===== src/rtl/mt_sd_pkg.sv =====
package mt_sd_pkg;

  localparam int unsigned WORD_W = 32;

  localparam logic [WORD_W-1:0] MIX_MUL    = 32'h1F1F_1F1F;
  localparam logic [WORD_W-1:0] SEED_MUL   = 32'd1812433253;
  localparam int unsigned       TWIST_IDX  = 397;
  localparam int unsigned       SEED_SHIFT = 30;
  localparam logic [WORD_W-1:0] UPPER_MASK = 32'h8000_0000;
  localparam logic [WORD_W-1:0] LOWER_MASK = 32'h7FFF_FFFF;
  localparam logic [WORD_W-1:0] MATRIX_A   = 32'd2567483615;
  localparam logic [WORD_W-1:0] TEMPER_B   = 32'h9D2C_5680;
  localparam logic [WORD_W-1:0] TEMPER_C   = 32'hEFC6_0000;

  typedef struct packed {
    logic [WORD_W-1:0] w;
    logic [WORD_W-1:0] y;
  } mt_sd_word_t;

endpackage


===== src/rtl/mt_sd_out_if.sv =====
interface mt_sd_out_if;
  logic        valid;
  logic        ready;
  logic [31:0] first_draw;
  logic        hit_flag;

  modport source (output valid, output first_draw, output hit_flag, input ready);
  modport sink (input valid, input first_draw, input hit_flag, output ready);
endinterface


===== src/rtl/mt_sd_tail.sv =====
module mt_sd_tail import mt_sd_pkg::*; (
  input  logic          clk,
  input  logic          rst,
  input  logic          en,
  input  logic          valid_in,
  input  mt_sd_word_t   data_in,
  mt_sd_out_if.source   dout
);

  logic [WORD_W-1:0] twisted;
  logic [WORD_W-1:0] t1;
  logic [WORD_W-1:0] t2;
  logic [WORD_W-1:0] t3;
  logic [WORD_W-1:0] tempered;
  logic              valid_a;
  logic [WORD_W-1:0] draw_a;
  logic [6:0]        nib_sum;
  logic [4:0]        fold;
  logic              div5;
  logic              hit;

  always_comb begin
    twisted = data_in.w ^ (data_in.y >> 1);
    if (data_in.y[0]) begin
      twisted = twisted ^ MATRIX_A;
    end
    t1       = twisted ^ (twisted >> 11);
    t2       = t1 ^ ((t1 << 7) & TEMPER_B);
    t3       = t2 ^ ((t2 << 15) & TEMPER_C);
    tempered = t3 ^ (t3 >> 18);
  end

  // sixteen is one modulo five, so nibble sums keep the residue
  always_comb begin
    nib_sum = '0;
    for (int k = 0; k < WORD_W / 4; k++) begin
      nib_sum = nib_sum + 7'(draw_a[4*k +: 4]);
    end
    fold = 5'(nib_sum[6:4]) + 5'(nib_sum[3:0]);
    div5 = (fold == 5'd0) || (fold == 5'd5) || (fold == 5'd10) ||
           (fold == 5'd15) || (fold == 5'd20);
    hit  = div5 && !draw_a[0];
  end

  always_ff @(posedge clk) begin
    if (rst) begin
      valid_a    <= 1'b0;
      dout.valid <= 1'b0;
    end else if (en) begin
      valid_a    <= valid_in;
      dout.valid <= valid_a;
    end
  end

  always_ff @(posedge clk) begin
    if (en) begin
      draw_a          <= tempered;
      dout.first_draw <= draw_a;
      dout.hit_flag   <= hit;
    end
  end

endmodule


===== src/flat_wrapper.sv =====
// flat-port wrapper written by rule: the top's interface ports become plain ports
module mt_sd_tail_flat import mt_sd_pkg::*;
  (clk, rst, en, valid_in, data_in, dout_valid, dout_first_draw, dout_hit_flag, dout_ready);
  mt_sd_out_if dout_i ();
  input  logic clk;
  input  logic rst;
  input  logic en;
  input  logic valid_in;
  input  mt_sd_word_t data_in;
  output wire logic [$bits(dout_i.valid)-1:0] dout_valid;
  output wire logic [$bits(dout_i.first_draw)-1:0] dout_first_draw;
  output wire logic [$bits(dout_i.hit_flag)-1:0] dout_hit_flag;
  input wire logic [$bits(dout_i.ready)-1:0] dout_ready;
  assign dout_valid = dout_i.valid;
  assign dout_first_draw = dout_i.first_draw;
  assign dout_hit_flag = dout_i.hit_flag;
  assign dout_i.ready = dout_ready;
  mt_sd_tail u_core (.clk(clk), .rst(rst), .en(en), .valid_in(valid_in), .data_in(data_in), .dout(dout_i));
endmodule

===== config.mk =====
export PLATFORM = sky130hd
export DESIGN_NAME = mt_sd_tail_flat
export DESIGN_NICKNAME = d
export VERILOG_FILES = /design/src/rtl/mt_sd_pkg.sv /design/src/rtl/mt_sd_out_if.sv /design/src/rtl/mt_sd_tail.sv /design/src/flat_wrapper.sv
export SDC_FILE = /design/constraint.sdc
export NUM_CORES = 1
export LEC_CHECK = 0
export BUFFER_PORTS_ARGS = -buffer_cell sky130_fd_sc_hd__buf_2
export CORE_ASPECT_RATIO = 0.9
export CORE_MARGIN = 1.5
export CORE_UTILIZATION = 53
export CTS_CLUSTER_DIAMETER = 30
export DETAILED_ROUTE_END_ITERATION = 8
export GPL_TIMING_DRIVEN = 0
export PLACE_DENSITY = 0.87
export REMOVE_ABC_BUFFERS = 1
export SLEW_MARGIN = 20
export SYNTH_ARGS = -nofsm -noshare
export SYNTH_HDL_FRONTEND = slang
export SYNTH_SLANG_ARGS = --single-unit

===== constraint.sdc =====
create_clock -name clk -period 7 [get_ports clk]
set_clock_uncertainty 0.1 [all_clocks]
set_input_delay 0.35 -clock clk [delete_from_list [all_inputs] [get_ports clk]]
set_output_delay 0.35 -clock clk [all_outputs]
set_load 0.01 [all_outputs]

# == Word level (Yosys, flattened, before mapping) ==
# Cells that the tools add are included.
# totals
register_bits,67
inputBits,69
out_inout_bits,34
elab_cells,31
# classes
add_sub_neg,8
eq_ne,4
mux,1
bitwise_logic,6
reduce_logical,7
# op_table
cell,n
bitwise XOR 32 bit,2
adder 7 x 4 -> 7 bit,6
2-to-1 mux 32 bit,1
bitwise XOR 32 x 14 -> 32 bit,1
bitwise XOR 32 x 21 -> 32 bit,1
bitwise XOR 32 x 31 -> 32 bit,1
NOT 15 bit,1
"== test 5 x 4 -> 1 bit, second input constant",2
adder 3 x 4 -> 5 bit,1
adder 4 x 4 -> 5 bit,1
"== test 5 x 3 -> 1 bit, second input constant",1
"== test 5 bit, second input constant",1
zero test 5 bit,1
logical OR 1 bit,4
logical AND 1 bit,1
zero test 1 bit,1

# == Logic depth before layout (Yosys ltp) ==
# depth
depth_word,14
mapped_depth,22
depth_no_buf,22

# == Worst setup path before layout ==
# No wires, ideal clock.
# synth_timing
path_kind,register -> register
from,reg u_core.draw_a[0]
to,reg u_core.dout.hit_flag (data pin)
setup_time_ns,0.180
arrival_ns,5.693
required_time_ns,6.720
setup_slack_ns,1.027
path_stages_with_launch,22
path_cell_list,edfxtp_1 > ha_1 > fa_1 > xor2_1 > fa_1 > inv_1 > fa_1 > fa_1 > fa_1 > inv_1 > fa_1 > a21oi_1 > nor2_1 > nor2_1 > xnor2_1 > inv_1 > fa_1 > xor2_1 > xnor2_1 > a211oi_1 > mux2i_1 > a221oi_1
# synth_between
elab_chain_len,14
elab_cells_between_ends,19
classes_between,add/sub: 8; eq/ne: 4; reduce/logical: 7
# synth_rtl
item,line,rtl
from (decl),mt_sd_tail.sv:16,logic [WORD_W-1:0] draw_a;
from (signal assigned),mt_sd_tail.sv:57,draw_a <= tempered;
adder 4 x 4 -> 5 bit,mt_sd_tail.sv:37,nib_sum = nib_sum + 7'(draw_a[4*k +: 4]);
adder 7 x 4 -> 7 bit (6 in a row),mt_sd_tail.sv:37,
adder 3 x 4 -> 5 bit,mt_sd_tail.sv:39,fold = 5'(nib_sum[6:4]) + 5'(nib_sum[3:0]);
== test 5 x 3 -> 1 bit or zero test 5 bit (tied branches),mt_sd_tail.sv:40,div5 = (fold == 5'd0) || (fold == 5'd5) || (fold == 5'd10) ||
logical OR 1 bit (3 in a row),mt_sd_tail.sv:40,
logical OR 1 bit,mt_sd_tail.sv:41,(fold == 5'd15) || (fold == 5'd20);
logical AND 1 bit (*),mt_sd_tail.sv:42,hit = div5 && !draw_a[0];
named net u_core.hit,mt_sd_tail.sv:20,logic hit;
to (signal assigned),mt_sd_tail.sv:59,dout.hit_flag <= hit;
to (decl),mt_sd_out_if.sv:7,"modport source (output valid, output first_draw, output hit_flag, input ready);"
# The timed path passes the listed nets; every way through them passes the cells marked *.
# A chain may end at the register's enable or synchronous reset.

# == Final worst setup path ==
# Same ends and word-level chain as after synthesis.

==> key figures <==
Run status
  • Status: finished, final reports clean

Clocking
  • CTS resizes: 0
  • Clock transition at path regs: 0.06 ns
  • TritonCTS Buffers: 9
  • Worst skew pair latency: approximately 0.35 ns
  • Root Buffer: clkbuf_8
  • CTS tree: yes
  • Post-CTS Setup Inserts: 0
  • Hold_buf cts: 0
  • Htree depth: 3
  • CTS Sinks: 67
  • Clock Tree Buf Depth: 2

Floorplanning
  • Starting Density: 0.5538
  • Die Ht: 84.99 um
  • Placeable Area: 7148 sq um
  • Die ar.: 7998 sq um
  • Ports: 103
  • Die Wd: 94.10 um
  • # rows: 29

Cells and area
  • Area grow syn2layout: 20.58%
  • Layout cells sized above 1: 0.3162
  • Area of the multi-input gates: 1824 sq um
  • Final Net Count: 491
  • Reg area: 1992 sq um
  • N_diodes: 0
  • Filler Cell Count: 514

Drt
  • WL final: 7.024 mm
  • DRC viols: 0
  • DR iter-0 viols: 90
  • ANT nets after route: 0
  • DR vias/cell: 4.880
  • WL/cell: 14.57 um
  • DRT Pass-1 Iters: 4
  • Vias: 2352

Placement
  • Dpl hpwl: 5.562 mm
  • PortBufs: 101
  • RePlAce Congestion: slightly above 0.8

Global route
  • First-pass GRT wire length: 11.24 mm
  • Initial antenna violation count: 0
  • Total gr overflow: 0
  • Vias in the first global route: 2519
  • Largest net degree at the start of global routing: 68
  • GRT Util Overall: 0.1915

Worst hold path
  • Hold Crit Start: rst
  • WHS Path Cells: 2
  • Worst Hold Class: in -> reg

Synthesis
  • Syn_area_per_cell: 14.50 sq um
  • Synth Area in Compound Gates: 0.03034
  • Synth Cell Area: roughly 4000 sq um
  • Top cells by area, synth: edfxtp_1, xnor2_1, fa_1
  • Cell taking the most area after synthesis: edfxtp_1
  • Synth Area in Simple Gates: 0.005057
  • Ys Warns: 0
  • Post-synthesis sequential area ratio: 0.5032
  • Synth top area share: 0.4930
  • Combinational family with the most area after synthesis: XOR/XNOR gates
  • Adder-Cell Fraction of Synth Area: 0.1580
  • Cells after Synth: 273
  • Seq cells post-synth: 67
  • Mux cell area share after synthesis: 0.007585
  • XOR/XNOR Fraction of Synth Area: 0.2598
  • Synth unique cells: 21

STA
  • Worst Max-Slew Pin Slew: 0.8359 ns
  • Final Slew Violations: 0
  • Slew HR: 0.4427
  • Final period util: 0.9297
  • Tmin final: approximately 6.5 ns
  • RSZ-0062 raised after global routing: false
  • Setup TNS: 0 ns
  • Max Freq: 0.1537 GHz
  • Count of endpoints failing setup in the final report: 0
  • Final hold vios: 0

Setup path
  • Reg2reg setup slack: 0.49 ns
  • Depth of the most critical reg-to-reg path: 21
  • CP peak stage delay: 0.51 ns
  • Worst EP arrival: 6.57 ns
  • Critical R2R Capture: u_core.dout.hit_flag
  • WS Path Type: reg -> reg
  • Cell mode on critical path: fa_1
  • Setup crit start kind: register
  • CP max FO: 4
  • Worst Setup SP: u_core.draw_a[0]
  • Slowest stage cell, crit path: fa_1
  • Worst Path Required: 7.06 ns
  • Worst path cell trace: ha_1 > fa_1 > xor2_1 > fa_1 > inv_1 > fa_1 > fa_1 > fa_1 > inv_1 > fa_1 > a21oi_1 > nor2_1 > nor2_1 > xnor2_1 > inv_1 > fa_1 > xor2_1 > xnor2_1 > a211oi_1 > mux2i_1 > a221oi_1
  • CP endpoint: u_core.dout.hit_flag
  • R2R Path Start: u_core.draw_a[0]
  • Element type at the critical path end: register

Run
  • Max-Cap Viols: 0
## registers in the layout, summed over array words and instances, names as in the netlist
name,count
u_core.dout.valid,1
u_core.draw_a,32
u_core.dout.hit_flag,1
u_core.dout.first_draw,32
u_core.valid_a,1
## how the worst min path moves through the flow
stage / endpoint / slack, ns
2_1_floorplan: u_core.dout.valid / 0.32
3_3_place_gp: u_core.dout.first_draw[12] / 0.33
3_5_place_dp: u_core.dout.first_draw[17] / 0.34
4_1_cts: u_core.dout.valid / 0.06
5_1_grt: u_core.dout.valid / 0.08
6_report: u_core.dout.valid / 0.08
## cell type report
| class | instances | area share |
|---|---|---|
| Sequential cell | 67 | 0.4173 |
| Multi-Input combinational cell | 170 | 0.3822 |
| Timing Repair Buffer | 101 | 0.1064 |
| Clock buffer | 15 | 0.04115 |
| Inverter | 35 | 0.02752 |
| Tap cell | 93 | 0.02438 |
| Clock inverter | 1 | 0.001048 |
## logic make-up (layout without fill, tap and decap cells)
group,Yosys count,in the layout
adders and majority gates,38,38
AOI/OAI and AO/OA,18,18
muxes,3,3
DFF,67,67
xor gates and xnor gates,106,106
and+or+nand+nor,5,5
buffers and inverters,36,152
## synth_stat cells
master and n:
xor2_1 29, xnor2_2 3, inv_1 35, edfxtp_1 65, dfxtp_1 2, xnor3_2 3
buf_6 1, mux2i_1 3, xnor2_1 69, o2111ai_1 1, fa_1 20, nor2_1 4
nor3_1 1, a21oi_1 7, o21bai_1 2, a221oi_1 1, ha_1 18, a211oi_1 2
a21o_1 5, xnor2_4 1, xnor3_1 1
## critical path, delay by kind of cell (launching register included)
kind | cells | cell delay (ns)
AO/OA/AOI/OAI | 3 | 0.76
XOR/XNOR | 4 | 0.76
adder cells (fa/ha/maj) | 8 | 3.71
multiplexers | 1 | 0.12
AND/OR/NAND/NOR | 2 | 0.16
buffers and inverters | 3 | 0.23
flip-flops | 1 | 0.47
## placed cells by master (no fill, tap or decap)
cell,count
nor2_1,4
nor3_1,1
a221oi_1,1
o2111ai_1,1
a21oi_1,7
buf_2,100
dfxtp_1,2
a21o_1,5
xnor3_1,1
a211oi_1,2
o21bai_1,2
xnor2_2,3
inv_1,35
clkinv_2,1
mux2i_1,3
clkbuf_8,14
xnor3_2,3
clkbuf_1,1
xnor2_4,1
ha_1,18
xor2_1,29
buf_4,1
xnor2_1,69
fa_1,20
edfxtp_1,65
## per-stage QoR
stage | hold slack, ns | std cells | area [sq um] | util | setup slack [ns]
final | 0.08051 | 482 | 4773 | 0.6678 | 0.4921
after global placement | 0.3331 | 466 | 4569 | 0.6392 | 0.7280
after CTS | 0.06285 | 482 | 4773 | 0.6678 | 0.4899
after detailed placement | 0.3429 | 466 | 4572 | 0.6396 | 0.5369
after global routing | 0.08016 | 482 | 4773 | 0.6678 | 0.1798
after floorplan | 0.3224 | 272 | 3948 | - | 1.027
## per-layer routing
layer  vias up  global-route usage  wire (um)
li1       1126                   -          -
met1      1111              0.2148       2764
met2        94              0.3294       3612
met3        21             0.05376        398
met4         0              0.1045        248
met5         -                   0          0
Power is left out: the tool's default activity adds up to more than one toggle a clock period on the data nets, which glitch-free logic cannot reach.
