[src/rtl/mt_sd_pkg.sv]
package mt_sd_pkg;

  localparam int unsigned WORD_W = 32;

  localparam logic [WORD_W-1:0] MIX_MUL    = 32'h1F1F_1F1F;
  localparam logic [WORD_W-1:0] SEED_MUL   = 32'd1812433253;
  localparam int unsigned       TWIST_IDX  = 397;
  localparam int unsigned       SEED_SHIFT = 30;
  localparam logic [WORD_W-1:0] UPPER_MASK = 32'h8000_0000;
  localparam logic [WORD_W-1:0] LOWER_MASK = 32'h7FFF_FFFF;
  localparam logic [WORD_W-1:0] MATRIX_A   = 32'd2567483615;
  localparam logic [WORD_W-1:0] TEMPER_B   = 32'h9D2C_5680;
  localparam logic [WORD_W-1:0] TEMPER_C   = 32'hEFC6_0000;

  typedef struct packed {
    logic [WORD_W-1:0] w;
    logic [WORD_W-1:0] y;
  } mt_sd_word_t;

endpackage

[src/rtl/mt_sd_cell.sv]
module mt_sd_cell import mt_sd_pkg::*; #(
  parameter int unsigned IDX = 1
) (
  input  logic        clk,
  input  logic        rst,
  input  logic        en,
  input  logic        valid_in,
  input  mt_sd_word_t data_in,
  output logic        valid_out,
  output mt_sd_word_t data_out
);

  localparam logic [WORD_W-1:0] IDX_W = WORD_W'(IDX);
  localparam bit                FIRST = (IDX == 1);

  logic [WORD_W-1:0] mixed;
  logic [WORD_W-1:0] w_next;
  logic [WORD_W-1:0] y_next;

  always_comb begin
    mixed  = data_in.w ^ (data_in.w >> SEED_SHIFT);
    w_next = SEED_MUL * mixed + IDX_W;
    // word one fixes the twist operand together with the seed's top bit
    if (FIRST) begin
      y_next = (data_in.w & UPPER_MASK) | (w_next & LOWER_MASK);
    end else begin
      y_next = data_in.y;
    end
  end

  always_ff @(posedge clk) begin
    if (rst) begin
      valid_out <= 1'b0;
    end else if (en) begin
      valid_out <= valid_in;
    end
  end

  always_ff @(posedge clk) begin
    if (en) begin
      data_out.w <= w_next;
      data_out.y <= y_next;
    end
  end

endmodule

[config.mk]
export PLATFORM = sky130hd
export DESIGN_NAME = mt_sd_cell
export DESIGN_NICKNAME = d
export VERILOG_FILES = /design/src/rtl/mt_sd_pkg.sv /design/src/rtl/mt_sd_cell.sv
export SDC_FILE = /design/constraint.sdc
export NUM_CORES = 1
export LEC_CHECK = 0
export ABC_CLOCK_PERIOD_IN_PS = 9170
export BUFFER_PORTS_ARGS = -buffer_cell sky130_fd_sc_hd__buf_2
export CAP_MARGIN = 20
export CORE_MARGIN = 4
export CORE_UTILIZATION = 60
export CTS_BUF_LIST = sky130_fd_sc_hd__clkbuf_8
export CTS_CLUSTER_DIAMETER = 120
export CTS_CLUSTER_SIZE = 12
export DETAILED_ROUTE_END_ITERATION = 16
export PLACE_DENSITY = 0.83
export REMOVE_ABC_BUFFERS = 1
export SLEW_MARGIN = 40
export SYNTH_ARGS = -nofsm -noshare
export SYNTH_HDL_FRONTEND = slang
export SYNTH_SLANG_ARGS = --single-unit
export TNS_END_PERCENT = 5
[constraint.sdc]
create_clock -name clk -period 9.17 [get_ports clk]
set_input_delay 0.917 -clock clk [delete_from_list [all_inputs] [get_ports clk]]
set_output_delay 0.917 -clock clk [all_outputs]
set_load 0.01 [all_outputs]
# Word level (Yosys, flattened, before mapping)
# Cells that the tools add are included.
# totals
reg_bits,65
# op_classes
add_sub_neg,1
mul,1
n_bitwise,2
# ops
cell,count
"adder 32 x 1 -> 32 bit, second input constant",1
"multiplier 31 x 32 -> 32 bit, first input constant",1
OR 32 x 31 -> 32 bit,1
bitwise XOR 32 x 2 -> 32 bit,1

# Depth between registers and ports, before layout
# Gate-level depths: netlist of the first run.
# depth
depth_word,4
mapped_depth,25

# Worst setup path after synthesis of the first run
# No wires, ideal clock.
# synth_path
path_type,in2reg
start,in data_in[32] (netlist name)
end,reg data_out[63] (netlist name) (data pin)
arrival_ns,6.806
required_time_ns,8.911
slack_ns,2.104
path_stages,24
cell_sequence,xor2_1 > inv_1 > xnor2_1 > ha_1 > or2_1 > ha_1 > inv_1 > fa_1 > inv_1 > ha_1 > fa_1 > fa_1 > fa_1 > inv_1 > fa_1 > inv_1 > ha_1 > nand2_1 > or4_1 > o311ai_2 > nand2_2 > o2111ai_1 > a21oi_1 > xnor2_1
# synth_via
elab_chain_len,3
# synth_lines
element,line,source
"start, declared",mt_sd_cell.sv:8,"input mt_sd_word_t data_in,"
bitwise XOR 32 x 2 -> 32 bit,mt_sd_cell.sv:21,mixed = data_in.w ^ (data_in.w >> SEED_SHIFT);
multiplier 31 x 32 -> 32 bit,mt_sd_cell.sv:22,w_next = SEED_MUL * mixed + IDX_W;
adder 32 x 1 -> 32 bit,mt_sd_cell.sv:22,
net w_next[31],mt_sd_cell.sv:17,logic [WORD_W-1:0] w_next;
"end, declared",mt_sd_cell.sv:10,output mt_sd_word_t data_out
# The timed path passes the listed nets, and every way through them passes these cells.
# A chain may end at the register's enable or synchronous reset.

# Worst setup path after layout of the first run
# layout_path
start,in data_in[62] (netlist name)
end,reg data_out[63] (netlist name) (data pin)
# The elaborated chain is that of the path after synthesis.

==> results.ini, run 1 <==
[die]
core-area_mm2=0.0146
num_rows=44
start_util_pct=61.5
io_pins=133
die_h_um=130
die_w_um=130
die_area_mm2=0.0170

[layout]
syn2layout_area_growth_pct=7.36
fillers=1081
drive_gt1_share_pct=12.5
n_antenna_cell=0
nets=1357
layout_commonest_cell=inv_1
mostFrequentLayoutCells=inv_1, ha_1, fa_1

[setup_path]
crit_fanout=7
endpoint_kind=flip-flop
critPathLaunchType=input pin
worstPathRequired_ps=9270
worst_path_max_delay_cell=or4_1
crit-reg2reg-capture=valid_out$_SDFFE_PP0P_
arrival_ps=7450
slowest_delay_ps=560
worstSetupPathType=in -> reg
reg2reg_from=valid_out$_SDFFE_PP0P_
ff2ff_path_depth=2
r2r_setup_slack_ps=8590

[hold_path]
min_from=valid_out$_SDFFE_PP0P_
worst_hold_path_type=reg -> reg
whs_path_depth=2
hold_end=valid_out$_SDFFE_PP0P_

[clock_network]
cts_hold_buffers=0
cts-resized-gates=0
clock_latency_ps=320
cts_root_buffer=clkbuf_8
tritoncts=yes
post_cts.repair.setup_buffers=0
cts_made_buffers=5
ctsHtreeMaxLevel=2
clk_pin_slew_ps=110
cts_buffer_depth=2
cts_num_sinks=34

[sta]
min_period_over_period_pct=80.1
hold_viol=0
fin_tns_setup_ps=0
setup_viol=0
min_period_ps=7340
fmax_mhz=136
maxSlewViolCount=0
worst_slew_pin_slew_ps=500
rsz0062_at_grt=false
finalClockSkew_ps=0
slew_headroom_pct=66.4
worst_slack_ps=1830

[synth]
synth.cell_area_mm2=0.00898
synth_warnings=0
synthArstFlopShare_pct=0
avgSynthCellArea_um2=10.5
syn_inst=853
yosysUniqueCellTypes=46
ys_ff_latch=34
synth-seq-area-share_pct=11.3
synth_edf_count=33
synth-main-ff-cell=edfxtp_1

[global_route]
grt_antenna_before_repair=0
grt_max_degree=35
grtUsageTotal_pct=24.4
grt_pass1_vias=6493
grt_pass1_wl_um=31500
grt_remaining_overflow=0

[placed_design]
hpwlAfterDp_um=16500
place_ws_ps=1490
place.gp.congestion=0.893
port_buffers=100

[route]
vias_per_cell=5.43
wl_um=19200
vias=6060
wl_per_cell_um=17.2
first_iter_violations=252
ant_nets=0
drc_errors=0
firstDrtPassIters=5

[flow_run]
cap_violations=0

[run_status]
status=finished clean

==> area by class of cell <==
cell class | count | area [µm²] | share of cell area [%]
timing repair buffer | 103 | 526 | 5.45
clock buffer | 5 | 68.8 | 0.714
inverter | 235 | 882 | 9.15
sequential | 34 | 1010 | 10.5
multi-input combinational | 553 | 6850 | 71.1
clock inverter | 3 | 68.8 | 0.714
tap | 184 | 230 | 2.39
==> sequential cells by signal (all words and copies together), names as in the netlist <==
signal	count
data_out	33
valid_out	1
==> critical path: cells and delay by family <==
family | cells | cell delay, ps
XOR/XNOR | 3 | 470
AO/OA/AOI/OAI | 3 | 860
AND/OR/NAND/NOR | 4 | 1100
buffers and inverters | 7 | 630
adder cells (fa/ha/maj) | 9 | 3480
==> cells by family (layout without fill, tap and decap cells) <==
family | after synthesis | count (layout) | share of synthesized area [%]
and+or+nand+nor | 67 | 67 | 3.58
buffers and inverters | 266 | 346 | 12.4
DFF | 34 | 34 | 11.3
xor gates and xnor gates | 55 | 55 | 5.37
AOI/OAI and AO/OA | 73 | 73 | 5.31
muxes | 1 | 1 | 0.111
adders and majority gates | 357 | 357 | 62.0
==> routing by layer <==
layer | GRT usage [%] | wire length [µm]
met5 | 0 | 0
met4 | 11.5 | 814
met3 | 3.97 | 1070
met2 | 42.6 | 9710
met1 | 29.6 | 7590
==> per-stage QoR <==
stage / cell area, µm² / std cells / utilization (%) / hold slack [ps]
5_1_grt: 9640 / 1117 / 66.1 / 557
2_1_floorplan: 8750 / 822 / - / 528
6_report: 9640 / 1117 / 66.1 / 500
3_3_place_gp: 9500 / 1109 / 65.1 / 471
4_1_cts: 9640 / 1117 / 66.1 / 510
3_5_place_dp: 9500 / 1109 / 65.1 / 491
==> Yosys cell counts, types with 2 or more instances <==
library cell,count,share of area [%]
ha_1,211,29
nand2_1,19,0.79
a31oi_1,3,0.21
inv_1,234,9.8
o41ai_1,2,0.20
nor3_1,8,0.45
o2111ai_1,2,0.20
edfxtp_1,33,11
a31o_1,2,0.20
o21ai_0,8,0.45
o21a_1,3,0.25
nor2_1,20,0.84
xor2_1,12,1.2
a21oi_1,22,1.2
a21o_1,7,0.59
nand3_1,5,0.28
nand3b_1,2,0.17
buf_4,31,2.6
fa_1,146,33
nor2b_1,2,0.14
o21bai_1,2,0.17
a211oi_1,7,0.59
o21ai_1,7,0.39
xnor2_1,43,4.2
==> worst max path at each step <==
stage                           start                endpoint  cells after the start
after floorplan           data_in[32]  data_out[63]$_DFFE_PP_                     24
after CTS                 data_in[62]  data_out[63]$_DFFE_PP_                     26
after global placement    data_in[62]  data_out[63]$_DFFE_PP_                     26
after detailed placement  data_in[62]  data_out[63]$_DFFE_PP_                     26
after global routing      data_in[62]  data_out[63]$_DFFE_PP_                     26
final                     data_in[62]  data_out[63]$_DFFE_PP_                     26
Power of run 1 is not shown: default switching activity piles up to over one toggle a cycle in this logic, so the estimate is an artifact.
==> inputs of run 2 (changes only) <==
ABC_CLOCK_PERIOD_IN_PS = 6550   (was 9170)
CORE_UTILIZATION = 55   (was 60)
PLACE_DENSITY = 0.8   (was 0.83)
clock period = 6.55 ns   (was 9.17 ns; I/O delays follow)
==> results.ini, run 2 (synthesized netlist as in run 1, its figures left out) <==
[sta]
finalClockSkew_ps=0  ; unchanged
setup_viol=0  ; unchanged
fin_tns_setup_ps=0  ; unchanged
slew_headroom_pct=66.7  ; +0.33 points
min_period_ps=6420
maxSlewViolCount=0  ; unchanged
worst_slew_pin_slew_ps=496  ; -4.00 ps
min_period_over_period_pct=98.0
hold_viol=0  ; unchanged
fmax_mhz=156

[clock_network]
clock_latency_ps=310  ; about the same
cts_made_buffers=5  ; unchanged
ctsHtreeMaxLevel=2  ; unchanged
cts_root_buffer=clkbuf_8
cts_num_sinks=34  ; unchanged
cts_buffer_depth=2  ; unchanged
tritoncts=yes
cts_hold_buffers=0  ; unchanged
clk_pin_slew_ps=90  ; -20 ps

[setup_path]
worst_path_max_delay_cell=fa_1
endpoint_kind=flip-flop
worstPathRequired_ps=6640  ; -2630 ps
crit_fanout=5  ; -2
slowest_delay_ps=530  ; -30 ps
arrival_ps=6510  ; -940 ps
worstSetupPathType=in -> reg
ff2ff_path_depth=2  ; unchanged
critPathLaunchType=input pin

[placed_design]
port_buffers=100  ; unchanged
hpwlAfterDp_um=17800  ; +8.3%
place.gp.congestion=0.899  ; +0.65%
post_dp_cell_area_mm2=0.0100  ; +5.5%

[global_route]
grtUsageTotal_pct=23.3  ; -1.2 points
grt_antenna_before_repair=1  ; +1
grt_remaining_overflow=0  ; unchanged
grt_max_degree=35  ; unchanged
grt_pass1_wl_um=33100  ; +4.8%
grt_pass1_vias=6763  ; +4.2%

[layout]
largest_register_ffs=33  ; unchanged
nets=1426  ; +5.1%
regMostFlops=data_out
final_core_util_pct=64.6  ; -1.4 points
layout_commonest_cell=inv_1
drive_gt1_share_pct=19.9  ; +7.3 points
final_area_mm2=0.0103  ; +6.9%
syn2layout_area_growth_pct=14.8
top_regs=data_out (33), valid_out (1)
fillers=1204  ; +11%
mostFrequentLayoutCells=inv_1, ha_1, fa_1

[flow_run]
cap_violations=0  ; unchanged

[die]
start_util_pct=56.3  ; -5.2 points
die_area_mm2=0.0184  ; +8.5%
core-area_mm2=0.0159  ; +9.3%
io_pins=133  ; unchanged
die_w_um=136  ; +4.2%
num_rows=46  ; +4.5%
die_h_um=136  ; +4.2%

[hold_path]
worst_hold_path_type=in -> reg
whs_path_depth=2  ; unchanged

[route]
wl_per_cell_um=16.7  ; -2.8%
vias=6364  ; +5.0%
firstDrtPassIters=5  ; unchanged
first_iter_violations=280  ; +11%
vias_per_cell=5.22  ; -3.8%
wl_um=20300  ; +6.0%
drc_errors=0  ; unchanged
ant_nets=0  ; unchanged

[run_status]
status=finished clean

[run 2: routing by layer]
layer | up-vias | wire, µm | track usage (%)
met4 | 0 | 950 | 9.97
met2 | 189 | 10100 | 39.5
met3 | 71 | 1130 | 4.35
li1 | 2983 | - | -
met1 | 3121 | 8170 | 29.1
met5 | - | 0 | 0
[run 2: critical path: cells and delay by family]
kind	cells	cell delay, ps
XOR/XNOR	3	390
AO/OA/AOI/OAI	5	900
buffers and inverters	9	890
AND/OR/NAND/NOR	2	320
adder cells (fa/ha/maj)	9	3350
[run 2: path summary, 6_finish.rpt]
check	startpoint	endpoint	slack, ps
setup / recovery	data_in[62]	data_out[62]$_DFFE_PP_	130
hold / removal	rst	valid_out$_SDFFE_PP0P_	490
setup reg to reg	valid_out$_SDFFE_PP0P_	valid_out$_SDFFE_PP0P_	5980
hold reg to reg	valid_out$_SDFFE_PP0P_	valid_out$_SDFFE_PP0P_	490
[run 2: stage by stage]
step / setup WS [ps] / hold WS, ps / instances
2_1_floorplan: -254 / 528 / 822
3_3_place_gp: -275 / 470 / 1205
3_5_place_dp: -413 / 477 / 1205
4_1_cts: 16.2 / 473 / 1213
5_1_grt: -64.6 / 476 / 1219
6_report: 131 / 488 / 1219
[run 2: timing repair]
item,4_1_cts,5_1_grt
setup buffers,0,5
setup endpoints to repair,1,3
pin swaps,0,9
resized for setup,3,17
[run 2: area by class of cell]
type                       instances  area, µm²  share of cell area [%]
antenna                            1       2.50                  0.0243
clock buffer                       6       82.6                   0.801
clock inverter                     2       60.1                   0.583
inverter                         235        882                    8.56
multi-input combinational        553       6950                    67.4
sequential                        34       1010                    9.81
tap                              216        270                    2.62
timing repair buffer             172       1050                    10.2
Power of run 2 is left out for the same reason.
==> inputs of run 3 (changes only) <==
CELL_PAD_IN_SITES_DETAIL_PLACEMENT = 1   (was default)
CELL_PAD_IN_SITES_GLOBAL_PLACEMENT = 2   (was default)
CORE_UTILIZATION = 35   (was 55)
PLACE_DENSITY = default   (was 0.8)
PLACE_DENSITY_LB_ADDON = 0.1   (was default)
==> results.ini, run 3 (synthesized netlist as in run 1, its figures left out) <==
[global_route]
grt_remaining_overflow=0  ; unchanged
grt_pass1_wl_um=37800  ; +14%
grt_antenna_before_repair=0  ; -1
grt_max_degree=35  ; unchanged
grt_pass1_vias=6992  ; +3.4%
grtUsageTotal_pct=17.3  ; -6.0 points

[sta]
worst_slack_ps=210  ; +79.4 ps
finalClockSkew_ps=0  ; unchanged
rsz0062_at_grt=true
maxSlewViolCount=0  ; unchanged
slew_headroom_pct=63.1  ; -3.6 points
worst_slew_pin_slew_ps=554  ; +57.7 ps
hold_viol=0  ; unchanged
min_period_over_period_pct=96.8  ; -1.2 points
fin_tns_setup_ps=0  ; unchanged
fmax_mhz=158  ; +1.3%
setup_viol=0  ; unchanged
min_period_ps=6340  ; -79.4 ps

[setup_path]
critPathCapture=data_out[63]$_DFFE_PP_
cp_top_family=adder cells
crit_fanout=2  ; -3
r2r_setup_slack_ps=5970  ; about the same
arrival_ps=6400  ; -110 ps
path_buf_inv=7  ; -2
reg2reg_from=valid_out$_SDFFE_PP0P_
worstPathRequired_ps=6610  ; -30 ps
ff2ff_path_depth=2  ; unchanged
worstSetupPathType=in -> reg
path_depth=26  ; -7.1%
slowest_delay_ps=520  ; about the same
critPathLaunchType=input pin
crit-reg2reg-capture=valid_out$_SDFFE_PP0P_
critPathLaunch=data_in[62]
endpoint_kind=flip-flop
worst_path_max_delay_cell=or4_4

[placed_design]
place_ws_ps=-419  ; -5.71 ps
place.gp.congestion=0.774  ; -14%
port_buffers=100  ; unchanged
dp_cells=1343  ; +11%
hpwlAfterDp_um=20800  ; +17%

[hold_path]
worst_hold_path_type=in -> reg

[layout]
drive_gt1_share_pct=22.6  ; +2.8 points
layout_commonest_cell=inv_1
mostFrequentLayoutCells=inv_1, ha_1, fa_1
multi_input_area_mm2=0.00706  ; +1.7%
top_regs=data_out (33), valid_out (1)
nets=1445  ; +1.3%
fillers=2853  ; +140%
syn2layout_area_growth_pct=18.9
n_antenna_cell=0  ; -1
regMostFlops=data_out
largest_register_ffs=33  ; unchanged
instances_no_fill=1351  ; +11%
regArea_mm2=0.00101  ; unchanged

[clock_network]
cts_root_buffer=clkbuf_8
cts_hold_buffers=0  ; unchanged
cts_made_buffers=5  ; unchanged
post_cts.repair.setup_buffers=0  ; unchanged
clk_pin_slew_ps=80  ; about the same
cts_buffer_depth=2  ; unchanged
cts_num_sinks=34  ; unchanged
clock_latency_ps=320  ; about the same
tritoncts=yes
ctsHtreeMaxLevel=2  ; unchanged

[die]
die_h_um=168  ; +24%
core-area_mm2=0.0252  ; +58%
num_rows=58  ; +26%
start_util_pct=35.7  ; -21 points
die_area_mm2=0.0283  ; +53%
io_pins=133  ; unchanged
die_w_um=168  ; +24%

[route]
wl_per_cell_um=17.2  ; +3.3%
vias=6114  ; -3.9%
first_iter_violations=120  ; -57%
firstDrtPassIters=4  ; -1
ant_nets=0  ; unchanged
vias_per_cell=4.53  ; -13%
wl_um=23300  ; +15%
drc_errors=0  ; unchanged

[flow_run]
cap_violations=0  ; unchanged

[run_status]
status=finished clean

## run 3: cell count changes in the layout (fill, tap and decap cells not counted), sizes merged
cell / previous run / this run
diode: 1 / 0
inv: 235 / 236
buf: 172 / 188
bufinv: 2 / 1
clkbuf: 6 / 9
## run 3: how the worst min path moves through the flow
stage | startpoint | to | slack, ps | depth (start not counted)
after global routing | rst | valid_out$_SDFFE_PP0P_ | 470 | 2
after detailed placement | valid_out$_SDFFE_PP0P_ | valid_out$_SDFFE_PP0P_ | 490 | 2
final | rst | valid_out$_SDFFE_PP0P_ | 480 | 2
after CTS | rst | valid_out$_SDFFE_PP0P_ | 460 | 2
after floorplan | valid_out$_SDFFE_PP0P_ | valid_out$_SDFFE_PP0P_ | 530 | 2
after global placement | valid_out$_SDFFE_PP0P_ | valid_out$_SDFFE_PP0P_ | 480 | 2
## run 3: layout make-up
cell class,count,share of cell area [%]
tap,330,3.87
clock inverter,2,0.316
multi-input combinational,553,66.1
sequential,34,9.47
timing repair buffer,191,11.2
inverter,235,8.26
clock buffer,6,0.773
## run 3: routing by layer
metal | vias to the layer above | wire length [µm] | track usage [%]
met4 | 0 | 283 | 3.28
met5 | - | 0 | 0
met3 | 14 | 586 | 1.78
li1 | 3008 | - | -
met2 | 68 | 10900 | 29.1
met1 | 3024 | 11500 | 24.5
## run 3: through the flow
stage	cell area, µm²	hold WS (ps)	utilization, %
floorplan	8750	528	-
global placement	10300	476	41.1
detailed placement	10300	491	41.1
CTS	10500	459	41.6
global route	10700	469	42.4
finish	10700	483	42.4
## run 3: what timing repair did
item	CTS	global route
endpoints found under the setup margin	2	5
pin swaps	0	21
endpoints found under the hold margin	0	0
cloned	0	0
resized for setup	4	29
Power of run 3 is left out for the same reason.
